===== config.mk =====
export PLATFORM = sky130hd
export DESIGN_NAME = r2fft_ctrl
export DESIGN_NICKNAME = d
export VERILOG_FILES = /design/src/design/r2fft_pkg.sv /design/src/design/r2fft_ctrl.sv
export SDC_FILE = /design/constraint.sdc
export NUM_CORES = 1
export LEC_CHECK = 0
export ABC_CLOCK_PERIOD_IN_PS = 9000
export BUFFER_PORTS_ARGS = -buffer_cell sky130_fd_sc_hd__buf_2
export CAP_MARGIN = 20
export CORE_UTILIZATION = 60
export CTS_CLUSTER_DIAMETER = 40
export CTS_CLUSTER_SIZE = 16
export DETAILED_ROUTE_END_ITERATION = 8
export HOLD_SLACK_MARGIN = 0.12
export PLACE_DENSITY = 0.93
export SLEW_MARGIN = 10
export SYNTH_ARGS = -nofsm -noshare
export SYNTH_HDL_FRONTEND = slang
export SYNTH_SLANG_ARGS = --single-unit

===== constraint.sdc =====
create_clock -name clk -period 9 [get_ports clk]
set_clock_uncertainty 0.15 [all_clocks]
set_input_delay 0.45 -clock clk [delete_from_list [all_inputs] [get_ports clk]]
set_output_delay 0.45 -clock clk [all_outputs]
set_load 0.02 [all_outputs]

===== src/design/r2fft_pkg.sv =====
// r2fft_pkg: shared types, constants and twiddle-table functions for radix2_fft_512
// no dependencies
`default_nettype none

package r2fft_pkg;

    localparam int FFT_POINTS   = 512;
    localparam int FFT_LOG2     = 9;
    localparam int FFT_HALF     = FFT_POINTS / 2;
    localparam int FFT_QUARTER  = FFT_POINTS / 4;
    localparam int FFT_EIGHTH   = FFT_POINTS / 8;
    localparam int SAMPLE_WIDTH = 16;
    localparam int BANK_ADDR_W  = FFT_LOG2 + 1;
    localparam int STAGE_W      = 4;

    localparam longint unsigned TWO_PI_Q30 = 64'd6746518853;
    localparam longint unsigned Q30_ONE    = 64'd1 << 30;

    // ram write data source
    localparam logic [1:0] WSEL_SAMPLE = 2'd0;
    localparam logic [1:0] WSEL_UPPER  = 2'd1;
    localparam logic [1:0] WSEL_LOWER  = 2'd2;

    typedef logic [FFT_LOG2-1:0]    pos_t;
    typedef logic [FFT_LOG2-2:0]    widx_t;
    typedef logic [BANK_ADDR_W-1:0] baddr_t;

    typedef struct packed {
        logic signed [SAMPLE_WIDTH-1:0] sample_re;
        logic signed [SAMPLE_WIDTH-1:0] sample_im;
    } in_t;

    typedef struct packed {
        logic signed [SAMPLE_WIDTH-1:0] bin_re;
        logic signed [SAMPLE_WIDTH-1:0] bin_im;
        pos_t                           bin_index;
        logic                           bin_valid;
        logic                           frame_end;
    } out_t;

    typedef struct packed {
        logic       ram_we;
        logic [1:0] wr_sel;
        baddr_t     waddr;
        baddr_t     raddr;
        logic       cap_a;
        logic       mul_en;
        logic       sum_en;
        logic       out_load;
        pos_t       bin_index;
        logic       bin_valid;
        logic       frame_end;
        widx_t      widx;
    } cmd_t;

    function automatic pos_t fft_bitrev(input pos_t v);
        pos_t r;
        for (int i = 0; i < FFT_LOG2; i++)
        begin
            r[i] = v[FFT_LOG2-1-i];
        end
        return r;
    endfunction

    // unsigned shift-and-subtract quotient, used only while building the table
    function automatic longint unsigned fft_udiv(input longint unsigned num,
                                                 input longint unsigned den);
        longint unsigned q;
        longint unsigned rem;
        q   = '0;
        rem = '0;
        for (int i = 63; i >= 0; i--)
        begin
            rem = {rem[62:0], num[i]};
            if (rem >= den)
            begin
                rem  = rem - den;
                q[i] = 1'b1;
            end
        end
        return q;
    endfunction

    // cosine and sine of 2*pi*m/FFT_POINTS in q30, first octant, taylor series
    function automatic logic [127:0] fft_octant(input longint unsigned m);
        longint unsigned th;
        longint unsigned th2;
        longint unsigned tc;
        longint unsigned ts;
        longint          sc;
        longint          ss;
        th  = (TWO_PI_Q30 * m + longint'(FFT_HALF)) >> FFT_LOG2;
        th2 = (th * th) >> 30;
        tc  = Q30_ONE;
        ts  = th;
        sc  = longint'(tc);
        ss  = longint'(ts);
        for (int n = 1; n <= 7; n++)
        begin
            tc = fft_udiv((tc * th2) >> 30, longint'((2 * n - 1) * (2 * n)));
            ts = fft_udiv((ts * th2) >> 30, longint'((2 * n) * (2 * n + 1)));
            if ((n & 1) == 1)
            begin
                sc = sc - longint'(tc);
                ss = ss - longint'(ts);
            end
            else
            begin
                sc = sc + longint'(tc);
                ss = ss + longint'(ts);
            end
        end
        return {sc, ss};
    endfunction

    function automatic longint fft_q30_tw(input longint v, input int tw);
        int     s;
        longint maxv;
        longint x;
        longint r;
        s    = 31 - tw;
        maxv = (longint'(1) <<< (tw - 1)) - 1;
        x    = v;
        if (x < 0)
            x = 0;
        if (x > longint'(Q30_ONE))
            x = longint'(Q30_ONE);
        r = (x + (longint'(1) <<< (s - 1))) >>> s;
        return (r > maxv) ? maxv : r;
    endfunction

    // twiddle k as {re[23:0], im[23:0]}, two's complement q1.(tw-1)
    function automatic logic [47:0] fft_twiddle(input int k, input int tw);
        int           q;
        int           r;
        logic [127:0] cs;
        longint       c;
        longint       s;
        longint       cq;
        longint       sq;
        longint       wr;
        longint       wi;
        q = k >> (FFT_LOG2 - 2);
        r = k & (FFT_QUARTER - 1);
        if (r <= FFT_EIGHTH)
        begin
            cs = fft_octant(longint'(r));
            c  = cs[127:64];
            s  = cs[63:0];
        end
        else
        begin
            cs = fft_octant(longint'(FFT_QUARTER - r));
            s  = cs[127:64];
            c  = cs[63:0];
        end
        cq = fft_q30_tw(c, tw);
        sq = fft_q30_tw(s, tw);
        if (q == 0)
        begin
            wr = cq;
            wi = -sq;
        end
        else
        begin
            wr = -sq;
            wi = -cq;
        end
        return {wr[23:0], wi[23:0]};
    endfunction

endpackage

`default_nettype wire


===== src/design/r2fft_ctrl.sv =====
// r2fft_ctrl: controller for loading, bin readout and the butterfly sequence
// depends on r2fft_pkg
`default_nettype none

module r2fft_ctrl import r2fft_pkg::*; (
    input  wire logic clk,
    input  wire logic rst_n,
    input  wire logic in_valid,
    output logic      in_ready,
    output logic      out_valid,
    input  wire logic out_ready,
    output cmd_t      cmd
);

    localparam logic [2:0] S_IDLE = 3'd0;
    localparam logic [2:0] S_RESP = 3'd1;
    localparam logic [2:0] S_RA   = 3'd2;
    localparam logic [2:0] S_RB   = 3'd3;
    localparam logic [2:0] S_MUL  = 3'd4;
    localparam logic [2:0] S_SUM  = 3'd5;
    localparam logic [2:0] S_WU   = 3'd6;
    localparam logic [2:0] S_WL   = 3'd7;

    localparam pos_t                 POS_LAST   = pos_t'(FFT_POINTS - 1);
    localparam widx_t                CNT_LAST   = widx_t'(FFT_HALF - 1);
    localparam logic [STAGE_W-1:0]   STAGE_LAST = STAGE_W'(FFT_LOG2 - 1);

    logic [2:0]         state_reg, state_next;
    pos_t               pos_reg, pos_next;
    logic               bank_reg, bank_next;
    logic               have_reg, have_next;
    logic [STAGE_W-1:0] stage_reg, stage_next;
    widx_t              cnt_reg, cnt_next;
    logic               out_valid_reg, out_valid_next;

    logic  accept;
    widx_t span_mask, low, high;
    pos_t  addr_u, addr_l;

    assign in_ready  = (state_reg == S_IDLE) && !out_valid_reg;
    assign accept    = in_valid && in_ready;
    assign out_valid = out_valid_reg;

    // butterfly addressing within the current stage
    always_comb
    begin
        span_mask = widx_t'((pos_t'(1) << stage_reg) - pos_t'(1));
        low       = cnt_reg & span_mask;
        high      = cnt_reg & ~span_mask;
        addr_u    = {high, 1'b0} | {1'b0, low};
        addr_l    = addr_u | (pos_t'(1) << stage_reg);
    end

    always_comb
    begin
        state_next     = state_reg;
        pos_next       = pos_reg;
        bank_next      = bank_reg;
        have_next      = have_reg;
        stage_next     = stage_reg;
        cnt_next       = cnt_reg;
        out_valid_next = out_valid_reg && !out_ready;

        cmd           = '0;
        cmd.wr_sel    = WSEL_SAMPLE;
        cmd.raddr     = {bank_reg, addr_u};
        cmd.waddr     = {bank_reg, addr_u};
        cmd.bin_index = pos_reg;
        cmd.bin_valid = have_reg;
        cmd.frame_end = have_reg && (pos_reg == POS_LAST);
        cmd.widx      = widx_t'(low << (STAGE_LAST - stage_reg));

        unique case (state_reg)
            S_IDLE:
            begin
                cmd.raddr = {~bank_reg, pos_reg};
                if (accept)
                begin
                    cmd.ram_we = 1'b1;
                    cmd.waddr  = {bank_reg, fft_bitrev(pos_reg)};
                    state_next = S_RESP;
                end
            end
            S_RESP:
            begin
                cmd.out_load   = 1'b1;
                out_valid_next = 1'b1;
                if (pos_reg == POS_LAST)
                begin
                    stage_next = '0;
                    cnt_next   = '0;
                    state_next = S_RA;
                end
                else
                begin
                    pos_next   = pos_reg + pos_t'(1);
                    state_next = S_IDLE;
                end
            end
            S_RA:
            begin
                state_next = S_RB;
            end
            S_RB:
            begin
                cmd.raddr  = {bank_reg, addr_l};
                cmd.cap_a  = 1'b1;
                state_next = S_MUL;
            end
            S_MUL:
            begin
                cmd.mul_en = 1'b1;
                state_next = S_SUM;
            end
            S_SUM:
            begin
                cmd.sum_en = 1'b1;
                state_next = S_WU;
            end
            S_WU:
            begin
                cmd.ram_we = 1'b1;
                cmd.wr_sel = WSEL_UPPER;
                state_next = S_WL;
            end
            S_WL:
            begin
                cmd.ram_we = 1'b1;
                cmd.wr_sel = WSEL_LOWER;
                cmd.waddr  = {bank_reg, addr_l};
                cnt_next   = cnt_reg + widx_t'(1);
                state_next = S_RA;
                if (cnt_reg == CNT_LAST)
                begin
                    if (stage_reg == STAGE_LAST)
                    begin
                        bank_next  = ~bank_reg;
                        have_next  = 1'b1;
                        pos_next   = '0;
                        state_next = S_IDLE;
                    end
                    else
                    begin
                        stage_next = stage_reg + STAGE_W'(1);
                    end
                end
            end
            default:
            begin
                state_next = S_IDLE;
            end
        endcase
    end

    always_ff @(posedge clk or negedge rst_n)
    begin
        if (!rst_n)
        begin
            state_reg     <= S_IDLE;
            pos_reg       <= '0;
            bank_reg      <= 1'b0;
            have_reg      <= 1'b0;
            stage_reg     <= '0;
            cnt_reg       <= '0;
            out_valid_reg <= 1'b0;
        end
        else
        begin
            state_reg     <= state_next;
            pos_reg       <= pos_next;
            bank_reg      <= bank_next;
            have_reg      <= have_next;
            stage_reg     <= stage_next;
            cnt_reg       <= cnt_next;
            out_valid_reg <= out_valid_next;
        end
    end

    a_ready_idle: assert property (@(posedge clk) disable iff (!rst_n)
        in_ready |-> (state_reg == S_IDLE))
        else $error("input ready outside idle");

    a_accept_resp: assert property (@(posedge clk) disable iff (!rst_n)
        accept |=> (state_reg == S_RESP))
        else $error("accepted sample not followed by response");

    a_resp_out: assert property (@(posedge clk) disable iff (!rst_n)
        (state_reg == S_RESP) |=> out_valid_reg)
        else $error("response not presented");

    a_frame_done: assert property (@(posedge clk) disable iff (!rst_n)
        ((state_reg == S_WL) && (cnt_reg == CNT_LAST) && (stage_reg == STAGE_LAST))
        |=> (have_reg && (pos_reg == '0) && (bank_reg != $past(bank_reg))))
        else $error("frame completion did not swap banks");

endmodule

`default_nettype wire


==> key figures <==
Floorplanning
  – Area of the core region: 0.00400 sq mm
  – Number of placement rows: 23
  – Top Ports: 52
  – Initial standard-cell utilization of the core: 62.2%
  – Die outline area: 0.00441 sq mm
  – Die height: 66.4 um
  – Die width: 66.4 um

Timing
  – Time the final worst path needs with I/O delays and setup: 4.89 ns
  – Setup repair after global routing missed its margin: no
  – Maximum clock frequency: 204 MHz
  – Total of endpoints with negative setup slack in the final report: 0
  – Tcrit/Tclk final: 54.4%
  – Worst Tran Pin Value: 0.801 ns
  – Number of hold violations in the final report: 0
  – Total negative slack: 0 ns
  – Max-slew violation count: 0
  – Worst-case headroom to the max-slew limit: 46.5%

Critical path
  – Worst setup startpoint: stage_reg[0]
  – Required arrival time at the worst endpoint: 8.40 ns
  – Depth of the most critical reg-to-reg path: 5
  – Worst Path Arrival: 4.29 ns
  – Capturing element type of the critical path: output pin
  – Source of the worst register-to-register timing path: state_reg[1]
  – R2R setup slack: 6.21 ns
  – Crit start category: register
  – Worst flop-to-flop path endpoint: pos_reg[0]
  – Largest driver fanout on the critical path: 22
  – Worst setup path class: register to output pin
  – Capturing instance or port of the critical path: cmd[39]

Cells and area
  – Filler cell count in the final layout: 316
  – Area used by multi-input combinational logic: 0.00166 sq mm
  – Seq. cell area: 676 sq um
  – Final layout net count: 373
  – Number of antenna cells inserted: 0
  – Largest register FFs: 9
  – Synthesis-to-layout area growth: 11.3%
  – Fraction of layout cells with a size suffix above 1: 18.8%

Route
  – Detailed router's first-iteration violation count: 293
  – First-pass DRT Iterations: 5
  – Post-DRT Antenna Nets: 0
  – Total routed wirelength: 6950 um
  – Average routed wire per standard cell: 17.1 um
  – DR vias: 2,680
  – Post-detailed-route DRC marker count: 0
  – Vias per Instance: 6.60

Clocking
  – Cts repair resizes: 0
  – Clock sink count: 27
  – Clock insertion delay at the later pin of the skew report: 0.29 ns
  – Number of buffers on the longest clock path: 2
  – Level count of the clock H-tree: 1
  – Setup repair bufs after CTS: 0
  – Clock transition at the registers of the reported paths: 0.11 ns
  – Cell at the root of the clock tree: clkbuf_8
  – CTS Buf Count: 3
  – # hold bufs at CTS: 1
  – TritonCTS clock tree: yes

Yosys
  – Post-synth design cell area: 0.00249 sq mm
  – Sequential cell area fraction in the yosys report: 27.1%
  – #FFs+latches synth: 27
  – Synth Area in XOR/XNOR: 4.22%
  – Gate count after technology mapping: 322
  – Leading cell types by total area after synthesis: dfrtp_1 (27%), nand2_1 (6.6%), ha_1 (6.0%)
  – Prevailing post-synth register cell: dfrtp_1
  – Post-synth EDFFs: 0
  – Net count after synthesis: 338
  – Synthesized area divided by synthesized cell count: 7.73 sq um
  – Complex-gate fraction of the synthesized area: 28.2%
  – Share of synthesized area spent on multiplexers: 0.905%
  – Biggest area consumer among synthesized cells: dfrtp_1
  – Count of different cell masters after synthesis: 60
  – Adder-cell share of the synthesized area: 6.03%
  – Simple-Gate Fraction of Synth Area: 27.4%
  – Proportion of netlist area held by the largest area contributor: 27.1%
  – Share of flip-flops with an asynchronous set or reset: 100%
  – Number of synthesis warnings: 0
  – Main combinational cell family by area after synthesis: compound AO/OA/AOI/OAI gates

GRT
  – Number of global-route vias before repair: 2,313
  – Total global-route track usage: 33.7%
  – First-pass GRT wire length: 11,300 um
  – Initial antenna violation count: 0
  – Grt total ovfl: 0
  – Pin count of the biggest net entering global routing: 28

Pwr
  – LEAKAGE: 1.30 nW
  – Sequential power share: 37.2%
  – Total chip power: 0.000557 W
  – Net switching power of the design: 0.000281 W
  – Power density of the placed cells: 201 mW/mm^2
  – Cell internal power dissipation: 0.000276 W
  – Clock network fraction of design power: 13.5%
  – Peak VDD IR: 218 uV
  – Fraction of power spent switching nets: 50.4%
  – Gate power share: 49.3%

Outcome
  – Outcome: completed

Placement
  – Count of buffers from port buffering: 51
  – Placer Congestion: 1.01
  – HPWL after detailed placement: 5110 um

Run
  – Max_cap viols: 0

Min path
  – Class of the worst hold path: input pin to register
==> cells in the mapped netlist, types with 3 or more instances <==
master	instances
nand2_1	44
dfrtp_1	27
nor2_1	23
o21ai_0	23
a21oi_1	19
clkbuf_1	13
ha_1	12
o221ai_1	12
inv_1	11
nor3_1	11
nand3_1	10
buf_2	8
xor2_1	8
nor4_1	7
nor2b_1	5
a21o_1	4
a31oi_1	4
and2_1	4
and3_1	4
nand4_1	4
xnor2_1	4
a211oi_1	3
nor3b_1	3
o21a_1	3
o31ai_1	3
or3_1	3
==> how the worst min path moves through the flow <==
stage / startpoint / to / slack (ns) / depth (start not counted)
floorplan: rst_n / bank_reg / 0.004 / 0
global placement: have_reg / have_reg / 0.32 / 1
detailed placement: have_reg / have_reg / 0.32 / 1
CTS: out_ready / out_valid / 0.27 / 3
global route: out_ready / out_valid / 0.26 / 3
finish: out_ready / out_valid / 0.27 / 3
==> placed cells by master, fill, tap and decap left out, types with 5 or more instances in the layout <==
cell,synthesis,routed
o221ai_1,12,12
nor2_1,23,23
nand3_1,10,10
a21oi_1,19,19
o21ai_0,23,23
inv_1,11,11
nor3_1,11,11
buf_2,8,51
xor2_1,8,8
ha_1,12,12
dfrtp_1,27,27
nor2b_1,5,5
nand2_1,44,44
nor4_1,7,7
==> per-stage QoR <==
stage / hold slack (ns) / cell area [sq um] / setup WS, ns / cells / utilization (%)
after CTS: 0.269 / 2760 / 4.25 / 405 / 69.1
final: 0.269 / 2770 / 4.11 / 406 / 69.3
after global placement: 0.324 / 2700 / 4.71 / 400 / 67.6
after global routing: 0.262 / 2770 / 3.91 / 406 / 69.3
after floorplan: 0.00441 / 2490 / 5.12 / 322 / -
after detailed placement: 0.323 / 2700 / 4.59 / 400 / 67.6
==> critical path: stages, from the launching register on <==
cell,delay (ns)
dfrtp_1,0.83
inv_1,0.30
ha_1,0.32
ha_1,0.34
nand2b_1,0.22
ha_1,0.29
or4b_1,0.47
a311oi_2,0.38
nor3b_2,0.12
a311oi_2,0.31
o221ai_1,0.20
buf_2,0.22
==> kinds of logic after synthesis <==
family | count (synthesis)
simple gates | 132
compound gates | 101
buf+inv | 36
flops | 27
xor+xnor | 12
fa+ha+maj | 12
mux | 2
==> power by group through the flow <==
stage          registers (W)  logic [W]  clock network (W)
2_1_floorplan       0.000188   0.000209                  0
3_3_place_gp        0.000208   0.000264                  0
3_5_place_dp        0.000208   0.000269                  0
4_1_cts             0.000206   0.000271          0.0000765
5_1_grt             0.000214   0.000298          0.0000818
6_report            0.000208   0.000275          0.0000751
==> cell type report <==
class	instances	share of cell area [%]
Tap cell	50	2.26
Clock buffer	3	1.49
Sequential cell	27	24.4
Multi-Input combinational cell	259	59.9
Clock inverter	1	0.316
Inverter	13	1.76
Timing Repair Buffer	53	9.85
==> per-layer routing <==
| metal | global-route usage, % | share of wire, % | vias to the layer above |
|---|---|---|---|
| met1 | 47.7 | 44 | 1234 |
| met5 | 0 | 0 | - |
| met2 | 51.4 | 45 | 162 |
| li1 | - | - | 1262 |
| met4 | 10.9 | 2.6 | 0 |
| met3 | 6.38 | 9.0 | 22 |
Note: power is estimated with default switching activity, not from simulation.
